`src/hw/rtl/isnf_pkg.sv`:
```
`default_nettype none
package isnf_pkg;
   localparam int MaxRuns = 64;
   localparam int PosBits = 32;
   localparam int IdxBits = $clog2(MaxRuns);
   localparam int CntBits = $clog2(MaxRuns + 1);
   localparam logic [PosBits-1:0] PosTop = {PosBits{1'b1}};

   typedef enum logic [1:0] {
      OP_CLEAR = 2'd0,
      OP_MARK  = 2'd1,
      OP_NEXT  = 2'd2,
      OP_READ  = 2'd3
   } opcode_type;

   typedef enum logic [2:0] {
      ST_OK       = 3'd0,
      ST_COVERED  = 3'd1,
      ST_FULL     = 3'd2,
      ST_RANGE    = 3'd3,
      ST_OVERFLOW = 3'd4
   } status_type;

   typedef struct packed {
      logic                 rd_en;
      logic [IdxBits-1:0]   rd_addr;
      logic                 wr_en;
      logic [IdxBits-1:0]   wr_addr;
      logic [PosBits-1:0]   wr_start;
      logic [PosBits-1:0]   wr_end;
   } dp_cmd_type;

   typedef struct packed {
      logic [PosBits-1:0]   rd_start;
      logic [PosBits-1:0]   rd_end;
   } dp_status_type;
endpackage
`default_nettype wire

```
`src/hw/rtl/isnf_ram.sv`:
```
`default_nettype none
module isnf_ram #(
   parameter int Width = 32,
   parameter int Depth = 64
) (
   input  wire logic                     clock,
   input  wire logic                     wr_en,
   input  wire logic [$clog2(Depth)-1:0] wr_addr,
   input  wire logic [Width-1:0]         wr_data,
   input  wire logic                     rd_en,
   input  wire logic [$clog2(Depth)-1:0] rd_addr,
   output logic      [Width-1:0]         rd_data
);
   logic [Width-1:0] mem [Depth];

   always_ff @(posedge clock) begin
      if (wr_en) begin
         mem[wr_addr] <= wr_data;
      end
      if (rd_en) begin
         rd_data <= mem[rd_addr];
      end
   end
endmodule
`default_nettype wire

```
`src/hw/rtl/isnf_datapath.sv`:
```
`default_nettype none
module isnf_datapath (
   input  wire logic                  clock,
   input  wire isnf_pkg::dp_cmd_type  cmd,
   output isnf_pkg::dp_status_type    stat
);
   logic [isnf_pkg::PosBits-1:0] rd_start;
   logic [isnf_pkg::PosBits-1:0] rd_end;

   isnf_ram #(.Width(isnf_pkg::PosBits), .Depth(isnf_pkg::MaxRuns)) u_starts (
      .clock   (clock),
      .wr_en   (cmd.wr_en),
      .wr_addr (cmd.wr_addr),
      .wr_data (cmd.wr_start),
      .rd_en   (cmd.rd_en),
      .rd_addr (cmd.rd_addr),
      .rd_data (rd_start)
   );

   isnf_ram #(.Width(isnf_pkg::PosBits), .Depth(isnf_pkg::MaxRuns)) u_ends (
      .clock   (clock),
      .wr_en   (cmd.wr_en),
      .wr_addr (cmd.wr_addr),
      .wr_data (cmd.wr_end),
      .rd_en   (cmd.rd_en),
      .rd_addr (cmd.rd_addr),
      .rd_data (rd_end)
   );

   assign stat.rd_start = rd_start;
   assign stat.rd_end   = rd_end;
endmodule
`default_nettype wire

```
`config.mk`:
```
export PLATFORM = sky130hd
export DESIGN_NAME = isnf_datapath
export DESIGN_NICKNAME = d
export VERILOG_FILES = /design/src/hw/rtl/isnf_pkg.sv /design/src/hw/rtl/isnf_ram.sv /design/src/hw/rtl/isnf_datapath.sv
export SDC_FILE = /design/constraint.sdc
export NUM_CORES = 2
export LEC_CHECK = 0
export BUFFER_PORTS_ARGS = -buffer_cell sky130_fd_sc_hd__buf_2
export CAP_MARGIN = 5
export CORE_MARGIN = 5
export CORE_UTILIZATION = 44
export CTS_CLUSTER_SIZE = 24
export DETAILED_ROUTE_END_ITERATION = 8
export GPL_ROUTABILITY_DRIVEN = 0
export HOLD_SLACK_MARGIN = 0.03
export PLACE_DENSITY_LB_ADDON = 0.05
export SYNTH_ARGS = -nofsm -noshare
export SYNTH_HDL_FRONTEND = slang
export SYNTH_HIERARCHICAL = 1
export SYNTH_SLANG_ARGS = --single-unit
```
`constraint.sdc`:
```
create_clock -name clock -period 5.25 [get_ports clock]
set_clock_uncertainty 0.05 [all_clocks]
set_input_delay 1.05 -clock clock [delete_from_list [all_inputs] [get_ports clock]]
set_output_delay 1.05 -clock clock [all_outputs]
set_load 0.01 [all_outputs]
```
==> flow_summary.json <==
{
  "rsz0062_at_grt": "false",
  "cp.required_ns": 5.83,
  "synth_top_family_by_area": "multiplexers",
  "status": "finished, final reports clean",
  "synth-seq-cells": 4160,
  "clkSinkCount": 4160,
  "grt_max_degree": 75,
  "clk_path_buf_depth": 4,
  "min_path_type": "in -> reg",
  "yosys_warnings": 6,
  "fp.dieW_um": 609,
  "ant_nets": 0,
  "pin_count": 143,
  "drive_above_1_share": 0.310,
  "cts.clk_slew.worst_paths_ns": 0.06,
  "setup_slack_ns": 1.39,
  "worstSetupPathType": "in -> reg",
  "viasPerCell": 6.04,
  "muxShareOfSynthArea": 0.167,
  "grtUsageTotal": 0.234,
  "start_util": 0.442,
  "yosys.area_share.xor_xnor": 0,
  "nFillCells": 28000,
  "fmax_mhz": 259,
  "tightest_slew_ns": 1.32,
  "overflow": 0,
  "syn_area_per_cell_um2": 23.7,
  "synth_cells": 6648,
  "h-tree-depth": 5,
  "grt_first_pass_wirelength_mm": 614,
  "slew_viol_final": 0,
  "p_leak_uw": 0.0564,
  "synthSimpleGateAreaFrac": 0.0126,
  "fin_nets": 7351,
  "vias": 74900,
  "clock-root-buffer": "clkbuf_16",
  "initialDrtViolationCount": 8552,
  "cts_tree": "built",
  "synth_fa_ha_area_frac": 0,
  "dieHeight_um": 609,
  "row_count": 219,
  "final_hold_viol_count": 0,
  "place_ws_ns": 0.451,
  "port_buffers": 142,
  "synth.distinct_cells": 33,
  "fp.coreArea_mm2": 0.356,
  "hold_buffers": 0,
  "antenna_found_initial": 37,
  "post_cts_resized": 0,
  "path_max_fanout": 44,
  "cap_violations": 0,
  "dieArea_mm2": 0.370,
  "setup_viol": 0,
  "wirelength_mm": 438,
  "cellPowerDensity_mw_per_mm2": 389,
  "cts_made_buffers": 439,
  "finalCriticalPeriod_ns": 3.86,
  "synth_area_mm2": 0.158,
  "finalSetupTns_ns": 0,
  "seq_area_frac_synth": 0.792,
  "firstDrtPassIters": 6,
  "first_global_vias": 76800,
  "clkLatencyLatePin_ns": 0.96,
  "syn2layout_area_growth_pct": 14.9,
  "fin_crit_sh": 0.736,
  "avgRoutedWirePerCell_um": 35.3,
  "peakVddDrop_v": 0.000257,
  "post_cts_buffers": 0,
  "slew_headroom": 0.122,
  "synth_nets": 6727,
  "crit_path_start_kind": "input port",
  "end_kind": "flip-flop",
  "hpwl_mm": 248,
  "drc_errors": 0,
  "arrival_ns": 4.45,
  "synth-compound-area-share": 0.0167
}
[through the flow]
step           cells  hold slack, ns  total power, uW  area (um2)  utilization
2_1_floorplan   6648           0.700            39400      158000            -
3_3_place_gp   11600           0.742            41200      167000        0.470
3_5_place_dp   11600           0.760            41300      167000        0.470
4_1_cts        12400           0.361            71100      181000        0.508
5_1_grt        12400           0.411            72700      181000        0.508
6_report       12400           0.453            70400      181000        0.508
[per-layer routing]
metal / global-route usage / share of wire / vias up
li1: - / - / 29900
met4: 0.0408 / 0.016 / 6
met1: 0.361 / 0.45 / 41800
met2: 0.363 / 0.47 / 2633
met3: 0.0356 / 0.065 / 492
met5: 0 / 0.000085 / -
[sequential cells by signal (all words and copies together) (netlist names)]
| name | flops |
|---|---|
| u_ends/rd_data | 32 |
| u_ends/mem | 2048 |
| u_starts/mem | 2048 |
| u_starts/rd_data | 32 |
[final cells by class]
cell class	instances	area (um2)	share of cell area
diodes	11	27.5	0.000152
repair buffers	547	4630	0.0256
well taps	4751	5940	0.0328
clock inverters	262	2270	0.0125
multi-input cells	2124	31900	0.176
flip-flops and latches	4160	125000	0.689
clock buffers	543	11500	0.0634
[cell usage in the layout (no fill, tap or decap), types with 11 or more instances in the layout]
cell type      n
edfxtp_1    4160
mux4_2      1088
clkbuf_16    444
buf_4        339
mux2i_1      186
o22ai_1      168
nor2_1       150
buf_2        136
a21oi_1      124
nor2_4       124
clkinv_1     113
clkbuf_1      99
clkinv_2      78
buf_12        67
o221ai_1      54
nand2_1       52
bufinv_16     35
nor2b_1       30
a22oi_1       24
a311oi_1      16
nand2b_1      14
clkinvlp_4    12
diode_2       11
inv_6         11
[cell usage after synthesis, drive strengths merged]
master  instances  area [um2]
a21oi         124         621
a22oi          24         180
a311oi         16         140
a31oi           2        12.5
a41o            8        80.1
and2            4        25.0
and3            8        50.1
buf           216        1220
clkbuf        148         556
edfxtp       4160      125000
mux2i         186        1860
mux4         1088       24500
nand2          52         195
nand2b         16         100
nand3          10        50.1
nand3b         10        75.1
nand4           4        25.0
nand4b          2        17.5
nor2          274        1030
nor2b          30         188
nor3           14        70.1
o221ai         54         473
o22ai         168        1050
o32ai           8        70.1
or2             6        37.5
or3             6        37.5
or3b           10        87.6
[power by group]
part	total (uW)	switching (uW)	internal (uW)	leakage, uW
logic	3530	2240	1290	0.0122
clock network	29900	12700	17200	0.00671
registers	37000	128	36900	0.0375
total	70400	15100	55300	0.0564
[path summary, 6_finish.rpt]
path                  startpoint                    to  slack (ns)  cells past startpoint
max                      cmd[71]   u_starts/rd_data[2]        1.39                      7
min                      cmd[49]  u_starts/mem[29][17]        0.45                      1
max reg2reg  u_starts/mem[15][2]   u_starts/rd_data[2]        2.36                      4
min reg2reg    u_ends/mem[12][4]     u_ends/rd_data[4]        0.77                      4
[kinds of logic after synthesis]
logic type / Yosys count
mux: 1274
buf+inv: 364
compound gates: 404
simple gates: 446
flops: 4160
[critical path: stages]
cell	delay, ns
buf_12	0.33
buf_12	0.36
buf_4	0.43
mux4_2	0.57
mux4_2	0.46
o22ai_1	0.97
nor2_1	0.12
No activity file was read; power rests on OpenSTA's default activity.
